--- src/design/dlf_pkg.sv ---
// dlf_pkg: shared constants, register indexes and stage payload types
// for the distance light falloff pipeline; no dependencies
package dlf_pkg;

    localparam logic [7:0]  LVL_MAX     = 8'd255;
    localparam logic [16:0] BRIGHT_FULL = 17'd65280;
    localparam logic [15:0] DIV5_RECIP  = 16'd52429;
    localparam logic [11:0] COEF_BASE   = 12'd4080;
    localparam logic [11:0] COEF_STEP   = 12'd13;
    localparam logic [28:0] DIV255      = 29'd255;

    localparam int SQ_STAGES  = 8;
    localparam int SQ_STEPS   = 2;
    localparam int DIV_STAGES = 2;
    localparam int DIV_STEPS  = 8;

    typedef enum logic [0:0] {
        REG_FULL_SCALE = 1'b0,
        REG_MIN_MUL    = 1'b1
    } reg_idx_t;

    typedef struct packed {
        logic [16:0] rem;
        logic [15:0] root;
        logic [31:0] rad;
        logic [7:0]  lvl;
        logic [15:0] lo;
    } sq_t;

    typedef struct packed {
        logic [7:0]  rem;
        logic [15:0] quo;
        logic [15:0] num;
        logic        sat;
    } dv_t;

endpackage

--- src/design/dlf_front.sv ---
// dlf_front: first stage, level saturation, distance offset and floor
// depends on dlf_pkg
module dlf_front (
    input  logic             clk,
    input  logic             rst_n,
    input  logic             in_valid,
    output logic             in_ready,
    input  logic [15:0]      light_level,
    input  logic [23:0]      view_distance,
    output logic             out_valid,
    input  logic             out_ready,
    output dlf_pkg::sq_t     out_data
);

    logic          valid_reg;
    dlf_pkg::sq_t  data_reg;
    dlf_pkg::sq_t  data_next;
    logic [7:0]    lvl;
    logic [23:0]   off;
    logic [23:0]   x;
    logic [23:0]   lo_prod;

    always_comb
    begin
        lvl = (light_level > {8'd0, dlf_pkg::LVL_MAX}) ? dlf_pkg::LVL_MAX : light_level[7:0];
        off = {16'd0, lvl} + {23'd0, lvl[7]};
        x = (view_distance > off) ? (view_distance - off) : 24'd0;
        lo_prod = 24'({16'd0, lvl} * {8'd0, dlf_pkg::DIV5_RECIP});
        data_next.rem  = '0;
        data_next.root = '0;
        data_next.rad  = {x, 8'd0};
        data_next.lvl  = lvl;
        data_next.lo   = {2'd0, lo_prod[23:10]};
    end

    assign in_ready  = !valid_reg || out_ready;
    assign out_valid = valid_reg;
    assign out_data  = data_reg;

    always_ff @(posedge clk or negedge rst_n)
    begin
        if (!rst_n)
        begin
            valid_reg <= 1'b0;
        end
        else if (in_ready)
        begin
            valid_reg <= in_valid;
        end
    end

    always_ff @(posedge clk)
    begin
        if (in_ready && in_valid)
        begin
            data_reg <= data_next;
        end
    end

endmodule

--- src/design/dlf_sqrt_stage.sv ---
// dlf_sqrt_stage: one stage of the digit-by-digit square root,
// a few result bits per stage; depends on dlf_pkg
module dlf_sqrt_stage (
    input  logic             clk,
    input  logic             rst_n,
    input  logic             in_valid,
    output logic             in_ready,
    input  dlf_pkg::sq_t     in_data,
    output logic             out_valid,
    input  logic             out_ready,
    output dlf_pkg::sq_t     out_data
);

    logic          valid_reg;
    dlf_pkg::sq_t  data_reg;
    dlf_pkg::sq_t  data_next;

    always_comb
    begin
        logic [18:0] rem_w;
        logic [18:0] trial;
        data_next = in_data;
        for (int i = 0; i < dlf_pkg::SQ_STEPS; i++)
        begin
            rem_w = {data_next.rem, data_next.rad[31:30]};
            trial = {1'b0, data_next.root, 2'b01};
            if (rem_w >= trial)
            begin
                data_next.rem  = 17'(rem_w - trial);
                data_next.root = {data_next.root[14:0], 1'b1};
            end
            else
            begin
                data_next.rem  = rem_w[16:0];
                data_next.root = {data_next.root[14:0], 1'b0};
            end
            data_next.rad = {data_next.rad[29:0], 2'b00};
        end
    end

    assign in_ready  = !valid_reg || out_ready;
    assign out_valid = valid_reg;
    assign out_data  = data_reg;

    always_ff @(posedge clk or negedge rst_n)
    begin
        if (!rst_n)
        begin
            valid_reg <= 1'b0;
        end
        else if (in_ready)
        begin
            valid_reg <= in_valid;
        end
    end

    always_ff @(posedge clk)
    begin
        if (in_ready && in_valid)
        begin
            data_reg <= data_next;
        end
    end

endmodule

--- src/design/dlf_scale.sv ---
// dlf_scale: falloff multiply, divide by 255 and brightness clamp,
// four register stages; depends on dlf_pkg
module dlf_scale (
    input  logic             clk,
    input  logic             rst_n,
    input  logic             in_valid,
    output logic             in_ready,
    input  dlf_pkg::sq_t     in_data,
    output logic             out_valid,
    input  logic             out_ready,
    output logic [15:0]      bright
);

    // stage a: product
    logic        a_valid_reg;
    logic [27:0] a_prod_reg;
    logic [7:0]  a_lvl_reg;
    logic [15:0] a_lo_reg;
    logic        a_ready;
    // stage b: quotient estimate
    logic        b_valid_reg;
    logic [27:0] b_prod_reg;
    logic [20:0] b_quo_reg;
    logic [7:0]  b_lvl_reg;
    logic [15:0] b_lo_reg;
    logic        b_ready;
    // stage c: corrected dim
    logic        c_valid_reg;
    logic [20:0] c_dim_reg;
    logic [7:0]  c_lvl_reg;
    logic [15:0] c_lo_reg;
    logic        c_ready;
    // stage d: clamped brightness
    logic        d_valid_reg;
    logic [15:0] d_bright_reg;
    logic [15:0] d_lo_reg;
    logic [15:0] d_hi_reg;
    logic        d_ready;

    logic [11:0] coef;
    logic [27:0] a_prod_next;
    logic [28:0] sum;
    logic [20:0] b_quo_next;
    logic [28:0] rem;
    logic [20:0] c_dim_next;
    logic [16:0] lim;
    logic [15:0] hi;
    logic [15:0] d_bright_next;

    assign d_ready  = !d_valid_reg || out_ready;
    assign c_ready  = !c_valid_reg || d_ready;
    assign b_ready  = !b_valid_reg || c_ready;
    assign a_ready  = !a_valid_reg || b_ready;
    assign in_ready = a_ready;

    always_comb
    begin
        coef = dlf_pkg::COEF_BASE - 12'(dlf_pkg::COEF_STEP * {4'd0, in_data.lvl});
        a_prod_next = {12'd0, in_data.root} * {16'd0, coef};

        sum = {1'b0, a_prod_reg} + {9'd0, a_prod_reg[27:8]}
            + {17'd0, a_prod_reg[27:16]} + {25'd0, a_prod_reg[27:24]};
        b_quo_next = sum[28:8];

        rem = {1'b0, b_prod_reg} - ({b_quo_reg, 8'd0} - {8'd0, b_quo_reg});
        c_dim_next = (rem >= dlf_pkg::DIV255) ? (b_quo_reg + 21'd1) : b_quo_reg;

        lim = dlf_pkg::BRIGHT_FULL - {1'b0, c_lo_reg};
        hi  = {c_lvl_reg, 8'd0};
        if (c_dim_reg >= {4'd0, lim})
        begin
            d_bright_next = c_lo_reg;
        end
        else
        begin
            d_bright_next = 16'(dlf_pkg::BRIGHT_FULL - {1'b0, c_dim_reg[15:0]});
        end
        if (d_bright_next > hi)
        begin
            d_bright_next = hi;
        end
    end

    always_ff @(posedge clk or negedge rst_n)
    begin
        if (!rst_n)
        begin
            a_valid_reg <= 1'b0;
            b_valid_reg <= 1'b0;
            c_valid_reg <= 1'b0;
            d_valid_reg <= 1'b0;
        end
        else
        begin
            if (a_ready)
            begin
                a_valid_reg <= in_valid;
            end
            if (b_ready)
            begin
                b_valid_reg <= a_valid_reg;
            end
            if (c_ready)
            begin
                c_valid_reg <= b_valid_reg;
            end
            if (d_ready)
            begin
                d_valid_reg <= c_valid_reg;
            end
        end
    end

    always_ff @(posedge clk)
    begin
        if (a_ready && in_valid)
        begin
            a_prod_reg <= a_prod_next;
            a_lvl_reg  <= in_data.lvl;
            a_lo_reg   <= in_data.lo;
        end
        if (b_ready && a_valid_reg)
        begin
            b_prod_reg <= a_prod_reg;
            b_quo_reg  <= b_quo_next;
            b_lvl_reg  <= a_lvl_reg;
            b_lo_reg   <= a_lo_reg;
        end
        if (c_ready && b_valid_reg)
        begin
            c_dim_reg <= c_dim_next;
            c_lvl_reg <= b_lvl_reg;
            c_lo_reg  <= b_lo_reg;
        end
        if (d_ready && c_valid_reg)
        begin
            d_bright_reg <= d_bright_next;
            d_lo_reg     <= c_lo_reg;
            d_hi_reg     <= hi;
        end
    end

    assign out_valid = d_valid_reg;
    assign bright    = d_bright_reg;

    // estimate never overshoots, so the remainder stays below two divisors
    a_rem_range: assert property (@(posedge clk) disable iff (!rst_n)
        b_valid_reg |-> (rem < (dlf_pkg::DIV255 + dlf_pkg::DIV255)))
        else $error("divide by 255 correction out of range");

    a_clamp: assert property (@(posedge clk) disable iff (!rst_n)
        d_valid_reg |-> (d_bright_reg >= d_lo_reg) && (d_bright_reg <= d_hi_reg))
        else $error("brightness outside floor and level");

endmodule

--- src/design/dlf_div_stage.sv ---
// dlf_div_stage: one stage of the restoring divider by the full scale
// register, several quotient bits per stage; depends on dlf_pkg
module dlf_div_stage (
    input  logic             clk,
    input  logic             rst_n,
    input  logic [7:0]       full_scale,
    input  logic             in_valid,
    output logic             in_ready,
    input  dlf_pkg::dv_t     in_data,
    output logic             out_valid,
    input  logic             out_ready,
    output dlf_pkg::dv_t     out_data
);

    logic          valid_reg;
    dlf_pkg::dv_t  data_reg;
    dlf_pkg::dv_t  data_next;

    always_comb
    begin
        logic [8:0] part;
        data_next = in_data;
        for (int i = 0; i < dlf_pkg::DIV_STEPS; i++)
        begin
            part = {data_next.rem, data_next.num[15]};
            if (part >= {1'b0, full_scale})
            begin
                data_next.rem = 8'(part - {1'b0, full_scale});
                data_next.quo = {data_next.quo[14:0], 1'b1};
            end
            else
            begin
                data_next.rem = part[7:0];
                data_next.quo = {data_next.quo[14:0], 1'b0};
            end
            data_next.num = {data_next.num[14:0], 1'b0};
        end
    end

    assign in_ready  = !valid_reg || out_ready;
    assign out_valid = valid_reg;
    assign out_data  = data_reg;

    always_ff @(posedge clk or negedge rst_n)
    begin
        if (!rst_n)
        begin
            valid_reg <= 1'b0;
        end
        else if (in_ready)
        begin
            valid_reg <= in_valid;
        end
    end

    always_ff @(posedge clk)
    begin
        if (in_ready && in_valid)
        begin
            data_reg <= data_next;
        end
    end

endmodule

--- src/design/distance_light_falloff.sv ---
// distance_light_falloff: top level, config registers, pipeline wiring
// and output register; depends on dlf_pkg and all dlf_* stage modules
//
// Usage: a request carries light_level and view_distance and is taken at a
// rising edge with req_valid high and req_stall low. Each request gives one
// light_mul (unsigned Q1.15) on the response channel, taken at an edge with
// rsp_valid high and rsp_stall low. Responses leave in request order.
// There are 16 register stages: one front stage, eight square root stages
// of two result bits each, four stages of multiply, divide by 255 and
// clamp, two divider stages of eight quotient bits each and the output
// register. Throughput is one request per cycle unless the receiver stalls.
// When the receiver stalls, the output holds and each stage keeps its item
// until the one below it frees up; bubbles close up, so requests are still
// taken until every stage is full, and nothing is lost or repeated.
// The APB port holds light_full_scale at address 0 and the minimum
// multiplier at address 4; write them only while no request is in flight.
// Reset empties the pipeline and loads full scale 255 and minimum 0.
module distance_light_falloff (
    input  logic        clk,
    input  logic        rst_n,
    input  logic        psel,
    input  logic        penable,
    input  logic        pwrite,
    input  logic [2:0]  paddr,
    input  logic [31:0] pwdata,
    output logic [31:0] prdata,
    output logic        pready,
    input  logic        req_valid,
    output logic        req_stall,
    input  logic [15:0] light_level,
    input  logic [23:0] view_distance,
    output logic        rsp_valid,
    input  logic        rsp_stall,
    output logic [15:0] light_mul
);

    logic [7:0]  full_scale_reg;
    logic [15:0] min_mul_reg;
    logic [7:0]  full_scale;

    logic          sq_valid [0:dlf_pkg::SQ_STAGES];
    logic          sq_ready [0:dlf_pkg::SQ_STAGES + 1];
    dlf_pkg::sq_t  sq_data  [0:dlf_pkg::SQ_STAGES];

    logic          sc_valid;
    logic          sc_ready;
    logic [15:0]   bright;

    logic          dv_valid [0:dlf_pkg::DIV_STAGES];
    logic          dv_ready [0:dlf_pkg::DIV_STAGES];
    dlf_pkg::dv_t  dv_data  [0:dlf_pkg::DIV_STAGES];

    logic          out_valid_reg;
    logic [15:0]   out_mul_reg;
    logic [15:0]   out_mul_next;
    logic          out_ready;

    // config port
    assign pready = 1'b1;

    always_ff @(posedge clk or negedge rst_n)
    begin
        if (!rst_n)
        begin
            full_scale_reg <= dlf_pkg::LVL_MAX;
            min_mul_reg    <= 16'd0;
        end
        else if (psel && penable && pwrite)
        begin
            case (dlf_pkg::reg_idx_t'(paddr[2]))
                dlf_pkg::REG_FULL_SCALE: full_scale_reg <= pwdata[7:0];
                dlf_pkg::REG_MIN_MUL:    min_mul_reg    <= pwdata[15:0];
                default:                 full_scale_reg <= full_scale_reg;
            endcase
        end
    end

    always_comb
    begin
        case (dlf_pkg::reg_idx_t'(paddr[2]))
            dlf_pkg::REG_FULL_SCALE: prdata = {24'd0, full_scale_reg};
            dlf_pkg::REG_MIN_MUL:    prdata = {16'd0, min_mul_reg};
            default:                 prdata = 32'd0;
        endcase
    end

    assign full_scale = (full_scale_reg == 8'd0) ? 8'd1 : full_scale_reg;

    // front stage
    dlf_front u_front (
        .clk           (clk),
        .rst_n         (rst_n),
        .in_valid      (req_valid),
        .in_ready      (sq_ready[0]),
        .light_level   (light_level),
        .view_distance (view_distance),
        .out_valid     (sq_valid[0]),
        .out_ready     (sq_ready[1]),
        .out_data      (sq_data[0])
    );

    assign req_stall = !sq_ready[0];

    // square root stages
    for (genvar k = 0; k < dlf_pkg::SQ_STAGES; k++)
    begin : g_sqrt
        dlf_sqrt_stage u_sqrt (
            .clk       (clk),
            .rst_n     (rst_n),
            .in_valid  (sq_valid[k]),
            .in_ready  (sq_ready[k + 1]),
            .in_data   (sq_data[k]),
            .out_valid (sq_valid[k + 1]),
            .out_ready (sq_ready[k + 2]),
            .out_data  (sq_data[k + 1])
        );
    end

    assign sq_ready[dlf_pkg::SQ_STAGES + 1] = sc_ready;

    dlf_scale u_scale (
        .clk       (clk),
        .rst_n     (rst_n),
        .in_valid  (sq_valid[dlf_pkg::SQ_STAGES]),
        .in_ready  (sc_ready),
        .in_data   (sq_data[dlf_pkg::SQ_STAGES]),
        .out_valid (sc_valid),
        .out_ready (dv_ready[0]),
        .bright    (bright)
    );

    // divider setup: saturate when the quotient needs more than 16 bits
    always_comb
    begin
        dv_data[0].rem = {1'b0, bright[15:9]};
        dv_data[0].quo = 16'd0;
        dv_data[0].num = {bright[8:0], 7'd0};
        dv_data[0].sat = ({1'b0, bright[15:9]} >= full_scale);
    end

    assign dv_valid[0] = sc_valid;

    for (genvar k = 0; k < dlf_pkg::DIV_STAGES; k++)
    begin : g_div
        dlf_div_stage u_div (
            .clk        (clk),
            .rst_n      (rst_n),
            .full_scale (full_scale),
            .in_valid   (dv_valid[k]),
            .in_ready   (dv_ready[k]),
            .in_data    (dv_data[k]),
            .out_valid  (dv_valid[k + 1]),
            .out_ready  ((k == dlf_pkg::DIV_STAGES - 1) ? out_ready : dv_ready[k + 1]),
            .out_data   (dv_data[k + 1])
        );
    end

    // output register
    always_comb
    begin
        out_mul_next = dv_data[dlf_pkg::DIV_STAGES].sat ? 16'hFFFF
                                                          : dv_data[dlf_pkg::DIV_STAGES].quo;
        if (out_mul_next < min_mul_reg)
        begin
            out_mul_next = min_mul_reg;
        end
    end

    assign out_ready = !out_valid_reg || !rsp_stall;
    assign dv_ready[dlf_pkg::DIV_STAGES] = out_ready;

    always_ff @(posedge clk or negedge rst_n)
    begin
        if (!rst_n)
        begin
            out_valid_reg <= 1'b0;
        end
        else if (out_ready)
        begin
            out_valid_reg <= dv_valid[dlf_pkg::DIV_STAGES];
        end
    end

    always_ff @(posedge clk)
    begin
        if (out_ready && dv_valid[dlf_pkg::DIV_STAGES])
        begin
            out_mul_reg <= out_mul_next;
        end
    end

    assign rsp_valid = out_valid_reg;
    assign light_mul = out_mul_reg;

    a_min_floor: assert property (@(posedge clk) disable iff (!rst_n)
        rsp_valid |-> (light_mul >= min_mul_reg))
        else $error("response below minimum multiplier");

    a_stall_full: assert property (@(posedge clk) disable iff (!rst_n)
        req_stall |-> (rsp_valid && rsp_stall))
        else $error("request stalled while output is free");

    a_sat_top: assert property (@(posedge clk) disable iff (!rst_n)
        (dv_valid[dlf_pkg::DIV_STAGES] && dv_data[dlf_pkg::DIV_STAGES].sat && out_ready)
        |=> (rsp_valid && (light_mul == 16'hFFFF)))
        else $error("saturated quotient not at full scale");

endmodule

--- config.mk ---
export PLATFORM = sky130hd
export DESIGN_NAME = distance_light_falloff
export DESIGN_NICKNAME = d
export VERILOG_FILES = /design/src/design/dlf_pkg.sv /design/src/design/dlf_front.sv /design/src/design/dlf_sqrt_stage.sv /design/src/design/dlf_scale.sv /design/src/design/dlf_div_stage.sv /design/src/design/distance_light_falloff.sv
export SDC_FILE = /design/constraint.sdc
export NUM_CORES = 2
export LEC_CHECK = 0
export BUFFER_PORTS_ARGS = -buffer_cell sky130_fd_sc_hd__buf_2
export CORE_UTILIZATION = 35
export CTS_CLUSTER_DIAMETER = 60
export CTS_CLUSTER_SIZE = 14
export DETAILED_ROUTE_END_ITERATION = 12
export PLACE_DENSITY = 0.52
export SYNTH_ARGS = -nofsm -noshare
export SYNTH_HDL_FRONTEND = slang
export SYNTH_SLANG_ARGS = --single-unit
--- constraint.sdc ---
create_clock -name clk -period 24.4 [get_ports clk]
set_clock_uncertainty 0.15 [all_clocks]
set_input_delay 3.66 -clock clk [delete_from_list [all_inputs] [get_ports clk]]
set_output_delay 3.66 -clock clk [all_outputs]
set_load 0.05 [all_outputs]
# --- Yosys cells after proc, flatten, opt, wreduce, memory -nomap -nowiden ---
# Cells that the tools add are included.
# W data, S select, Z words.
word_totals:
  ff_bits: 807
  inputBits: 82
  word_cells: 256
op_classes:
  bitwise: 1
  n_mux: 40
  n_addsub: 41
  n_reduce_logical: 55
  n_mul: 3
  n_lt_le_gt_ge: 39
ops:
  columns: ["cell", "count"]
  rows:
  - ["$mux W33", 15]
  - ["$mux W24", 15]
  - ["$ge A19 B18 Y1", 15]
  - ["$sub A17 B17 Y17", 14]
  - ["$ge A9 B8 Y1", 15]
  - ["$sub A8 B8 Y8", 15]
  - ["$mux W16", 4]
  - ["$pmux W32 S2", 1]
  - ["$add A28 B20 Y29", 1]
  - ["$add A29 B12 Y29", 1]
  - ["$add A29 B4 Y29", 1]
  - ["$ge A29 B8 Y1 const B", 1]
  - ["$sub A28 B29 Y29", 1]
  - ["$sub A29 B21 Y29", 1]
  - ["$mul A16 B12 Y28", 1]
  - ["$gt A24 B24 Y1", 1]
  - ["$mul A8 B16 Y24 const B", 1]
  - ["$sub A24 B24 Y24", 1]
  - ["$add A21 B1 Y21 const B", 1]
  - ["$ge A21 B17 Y1", 1]
  - ["$mux W21", 1]
  - ["$logic_and A1 B1 Y1", 18]
  - ["$logic_not A1 Y1", 18]
  - ["$sub A16 B14 Y17 const A", 1]
  - ["17 further kinds", 35]

# --- Longest topological paths before layout ---
logic_depth:
  depth_word: 18
  depth_mapped: 105

# --- Hierarchy ---
# From an unflattened synthesis, not the netlist that was laid out.
hier_totals:
  cells_unflattened: 6677
  area_unflattened_um2: 72479.5
by_module_without_submodules:
  columns: ["module", "instances", "seq_area_each_um2", "cells_per_inst", "area_per_inst_um2"]
  rows:
  - ["dlf_sqrt_stage", 8, 2577.5, 395, 4715.8]
  - ["dlf_scale", 1, 5685.5, 1796, 18267.5]
  - ["dlf_div_stage", 2, 1016.0, 504, 4603.2]
  - ["dlf_front", 1, 1406.3, 480, 4636.9]
  - ["distance_light_falloff", 1, 1116.1, 233, 2642.5]

# --- Worst setup path before layout ---
# Ideal clock, no wire load.
synth_timing:
  kind: "register to register"
  start: "register full_scale_reg[4]"
  end: "register g_div[0].u_div.data_reg, in the netlist g_div[0].u_div.out_data[35] (data pin)"
  slack_ns: 5.287
  t_arrival_ns: 18.705
  period_less_slack_ns: 19.113
  path_buffers: 5
  path_stages_with_launch: 103
  cell_sequence: "dfstp_2 -> or4_4 -> o21ai_4 -> ha_1 -> inv_1 -> fa_1 -> nand3_1 -> and2_1 -> a311o_1 -> and2_1 -> inv_2 -> o21ai_0 -> inv_1 -> ha_1 -> nor2b_1 -> o31ai_1 -> a21oi_1 -> o22ai_1 -> [67 not listed] -> buf_2 -> buf_2 -> a21oi_1 -> ha_1 -> nor2b_1 -> o21ai_0 -> a21oi_1 -> o21ai_0 -> a21oi_1 -> o21a_1 -> nor2_1 -> o21ai_0 -> a21o_1 -> inv_1 -> o221ai_1 -> or2_0 -> clkbuf_1 -> o221a_2"
synth_rtl:
  columns: ["item", "line_no", "rtl"]
  rows:
  - ["start, declared", "distance_light_falloff.sv:37", "logic [7:0] full_scale_reg;"]
  - ["start signal, assigned", "distance_light_falloff.sv:65", "full_scale_reg <= dlf_pkg::LVL_MAX;"]
  - ["start signal, assigned", "distance_light_falloff.sv:71", "dlf_pkg::REG_FULL_SCALE: full_scale_reg <= pwdata[7:0];"]
  - ["start signal, assigned", "distance_light_falloff.sv:73", "default: full_scale_reg <= full_scale_reg;"]
  - ["end signal, assigned", "dlf_div_stage.sv:60", "data_reg <= data_next;"]
  - ["end, declared", "dlf_div_stage.sv:16", "dlf_pkg::dv_t data_reg;"]

==> results <==
- The count of cells in the finished layout, fillers not included, comes to 7119.
- The worst pin sits at a relative slew slack of 0.273.
- The number of global-route vias before repair is 35.4k.
- The number of flip-flops under the largest register name is 419.
- The initial antenna violation count is 3.
- The reg-to-reg setup timing slack is 2.43 ns.
- The maximum buffer depth of the clock tree is 3.
- The number of buffers added by the clock tree synthesis step is 79.
- The starting density of the core is 0.353.
- The die extent in x is 391 um.
- The worst setup path is captured at a flip-flop.
- The overall die height is 391 um.
- Entering global routing, the biggest net connects 60 pins.
- The cell area after synthesis is 52900 um^2.
- The total global-route track usage is 0.157.
- The footprint of the multi-input gates is 28600 um^2.
- In this run the worst setup path terminates at g_div[0].u_div.out_data[35].
- The highest achievable clock rate is 45.5 MHz.
- The wire length after detailed routing is 120 mm.
- In this run, the number of DRC markers left after iteration 0 of detailed routing was 1761.
- The clock latency on the worst-skew pair is 0.68 ns.
- The number of antenna diodes in the final layout is 0.
- The top layer reached by signal wires is met4.
- Setup repair after global routing left no endpoint under its margin.
- The worst-path maximum fanout is 22.
- The root buffer cell is sky130_fd_sc_hd__clkbuf_16.
- The critical path is of the reg2reg type.
- The routed layout has 35.5k vias.
- The routed wire length per instance is 16.9 um.
- After detailed routing, the wire length on met1 is 57.8 mm.
- Of the cells placed in the final design, the portion with a size suffix greater than 1 is 0.0966.
- In this run, synthesis inferred 696 flip-flops with an integrated enable.
- The critical path required time is 24.68 ns.
- The distinct cell type count of the synthesized netlist is 102.
- The first detailed-routing pass took 8 iterations.
- The first-pass GRT wire length is 192 mm.
- For this run, the number of Yosys warnings is 0.
- After detailed placement, the design holds a cell count of 6992.
- The tightest hold path in the finished design has a slack of 0.248 ns.
- The routed via count divided by cell count is 4.99.
- The routed design uses 5.14 mm of met3 wire.
- For the final routed database, the setup TNS stands at 0 ns.
- For this run, design rule violations remaining after detail routing come to 0.
- The hold path startpoint is g_sqrt[2].u_sqrt.out_data[47].
- The slowest stage of the critical path is the sky130_fd_sc_hd__dfstp_2 cell.
- The remaining antenna violation count is 0.
- Once detailed placement completed, the half-perimeter wirelength came to 92.7 mm.
- The share of flip-flops with an asynchronous set or reset is 0.0543.
- The synthesized area per cell is 10.7 um^2.
- Data on the critical path arrives at its endpoint at 22.24 ns.
- The period utilization is 0.900.
- The final number of max-transition violations came to 0.
- In the synthesized netlist, the number of instances is 4933.
- The number of hold violations in the final report is 0.
- The share of the Yosys chip area taken by registers is 0.414.
- The peak per-stage delay on the critical path is 0.53 ns.
- The worst hold path was traced through 0 stages.
- The weighted congestion reported at the end of routability-driven placement is 0.864.
- The most common flop cell mapped by yosys is sky130_fd_sc_hd__edfxtp_1.
- The area of the die is 153000 um^2.
- The number of H-tree levels is 3.
- The total I/O pin count is 133.
- STA classifies the critical path startpoint as a flip-flop.
- Buffers placed on the I/O ports in this run total 97.
- The flow ran to the end, and the final reports show no timing, DRC or antenna violations.
- The max-capacitance violation count is 0.
- The clock transition at the registers of the reported paths is 0.06 ns.
- In this run the worst setup path begins at full_scale_reg[1].
- The class of the tightest hold or removal check is reg2reg.
- Counting buffers and inverters, the worst setup path is 100 cells deep.
- The number of cells traversed by the worst register-to-register path is 100.
- Counting the fill cells in the layout gives 14.7k.
- The largest delay contributor family on the critical path is compound AO/OA/AOI/OAI gates.
- CTS saw 736 sinks.
- Measured on the finished design, the core utilization comes to 0.390.
- The leftover overflow at the end of global routing is 0.
- The area added between synthesis and finish is 10.4%.
- The critical path contains buffers and inverters numbering 15 combined.
- The beginning of the worst register-to-register path is full_scale_reg[1].
- The post-synthesis register bit count is 736.
- The TritonCTS clock tree is yes.
- The transition time of the tightest slew-check pin is 1.09 ns.
- The routed design uses 54.2 mm of met2 wire.
- The setup-violating endpoint count in the final report is 0.
- The final-stage net count is 5892.
- The storage element area is 21900 um^2.
- The initialized floorplan defines 142 standard-cell rows.
- The endpoint of the most critical register-to-register path is g_div[0].u_div.out_data[35].
- The worst path in the final design needs a cycle of 21.97 ns, including I/O delays and setup.
- The region available for standard cell placement spans 150000 um^2.
## synth_stat cells (15+ instances only)
cell                       instances  area (um^2)
sky130_fd_sc_hd__o211ai_1         17          128
sky130_fd_sc_hd__o21ai_0         209         1050
sky130_fd_sc_hd__and2_1           92          576
sky130_fd_sc_hd__and3_1           35          219
sky130_fd_sc_hd__clkbuf_1         76          285
sky130_fd_sc_hd__o21bai_1         27          203
sky130_fd_sc_hd__nor3_1           98          490
sky130_fd_sc_hd__o31ai_1          35          263
sky130_fd_sc_hd__o21a_1           85          638
sky130_fd_sc_hd__or2_2            49          307
sky130_fd_sc_hd__nand4_1          50          313
sky130_fd_sc_hd__nor2_1          325         1220
sky130_fd_sc_hd__xnor2_1         206         1800
sky130_fd_sc_hd__mux2_2          110         1240
sky130_fd_sc_hd__nand3_1          97          485
sky130_fd_sc_hd__a21boi_0         33          248
sky130_fd_sc_hd__nand2_1         339         1270
sky130_fd_sc_hd__dfrtp_1          32          801
sky130_fd_sc_hd__ha_1            551         6890
sky130_fd_sc_hd__a21o_1           81          608
sky130_fd_sc_hd__xor2_1          115         1010
sky130_fd_sc_hd__or3_1            29          181
sky130_fd_sc_hd__a211oi_1         15          113
sky130_fd_sc_hd__mux2i_1          41          410
sky130_fd_sc_hd__a31oi_1          23          144
sky130_fd_sc_hd__nor2b_1          72          450
sky130_fd_sc_hd__fa_1            202         4040
sky130_fd_sc_hd__nor4_1           27          169
sky130_fd_sc_hd__nand2b_1         85          532
sky130_fd_sc_hd__a21oi_1         245         1230
sky130_fd_sc_hd__edfxtp_1        696        20900
sky130_fd_sc_hd__inv_1           548         2060
sky130_fd_sc_hd__buf_4            17          128
## per-layer routing
metal  vias to the layer above  global-route usage
li1                      17700                   -
met1                     16900               0.218
met4                         0              0.0426
met3                       152              0.0250
met5                         -                   0
met2                       670               0.254
## logic make-up (layout without fill, tap and decap cells)
group                    count (synthesis)  after routing  share of synthesized area
AND/OR/NAND/NOR                       1371           1371                      0.129
XOR/XNOR                               321            321                     0.0531
other                                    2             19                   0.000142
flip-flops                             736            736                      0.414
buffers and inverters                  666            819                     0.0488
AO/OA/AOI/OAI                          921            921                      0.113
adder cells (fa/ha/maj)                753            753                      0.207
multiplexers                           163            163                     0.0346
## what timing repair did
action                                  4_1_cts  5_1_grt
hold buffers                                  0        0
endpoints found under the setup margin        0        9
gates resized for setup                       0        4
buffers inserted                              0        0
## metrics by stage
stage	setup WS, ns	area, um^2
2_1_floorplan	5.29	53000
3_3_place_gp	2.22	55900
3_5_place_dp	2.08	55900
4_1_cts	1.96	58400
5_1_grt	0.154	58400
6_report	2.43	58400
## layout by cell type (no fill, tap or decap), types with 19 or more instances in the layout
cell                        instances
sky130_fd_sc_hd__a21boi_0          31
sky130_fd_sc_hd__a21o_1            81
sky130_fd_sc_hd__a21oi_1          244
sky130_fd_sc_hd__a31oi_1           23
sky130_fd_sc_hd__and2_1            85
sky130_fd_sc_hd__and3_1            35
sky130_fd_sc_hd__buf_2             97
sky130_fd_sc_hd__buf_4             36
sky130_fd_sc_hd__clkbuf_16         79
sky130_fd_sc_hd__conb_1            19
sky130_fd_sc_hd__dfrtp_1           32
sky130_fd_sc_hd__edfxtp_1         696
sky130_fd_sc_hd__fa_1             202
sky130_fd_sc_hd__ha_1             551
sky130_fd_sc_hd__inv_1            548
sky130_fd_sc_hd__mux2_2           110
sky130_fd_sc_hd__mux2i_1           40
sky130_fd_sc_hd__nand2_1          339
sky130_fd_sc_hd__nand2b_1          85
sky130_fd_sc_hd__nand3_1           97
sky130_fd_sc_hd__nand4_1           50
sky130_fd_sc_hd__nor2_1           324
sky130_fd_sc_hd__nor2b_1           68
sky130_fd_sc_hd__nor3_1            98
sky130_fd_sc_hd__nor4_1            27
sky130_fd_sc_hd__o21a_1            85
sky130_fd_sc_hd__o21ai_0          207
sky130_fd_sc_hd__o21bai_1          27
sky130_fd_sc_hd__o31ai_1           35
sky130_fd_sc_hd__or2_2             49
sky130_fd_sc_hd__or3_1             29
sky130_fd_sc_hd__xnor2_1          201
sky130_fd_sc_hd__xor2_1           115
## area by class of cell
type | count | share of cell area
inverters | 559 | 0.0360
repair buffers | 133 | 0.0129
flip-flops and latches | 736 | 0.375
multi-input cells | 3548 | 0.489
clock buffers | 83 | 0.0341
clock inverters | 44 | 0.00960
well taps | 2016 | 0.0432
## worst reg2reg max path, delay by kind of cell (launching register included)
family | cells | cell delay (ns)
fa+ha+maj | 9 | 2.53
buf+inv | 15 | 2.08
compound gates | 47 | 10.47
simple gates | 26 | 4.83
mux | 3 | 1.12
flops | 1 | 0.53
## worst min-delay path by stage
stage,end,slack (ns)
2_1_floorplan,g_div[0].u_div.out_data[16],0.25
3_3_place_gp,g_div[1].u_div.out_data[32],0.25
3_5_place_dp,g_div[1].u_div.out_data[25],0.25
4_1_cts,g_sqrt[3].u_sqrt.out_data[51],0.24
5_1_grt,g_sqrt[3].u_sqrt.out_data[51],0.25
6_report,g_sqrt[3].u_sqrt.out_data[51],0.25
Power is left out: the tool's default activity adds up to more than one toggle a clock period on the data nets, which glitch-free logic cannot reach.
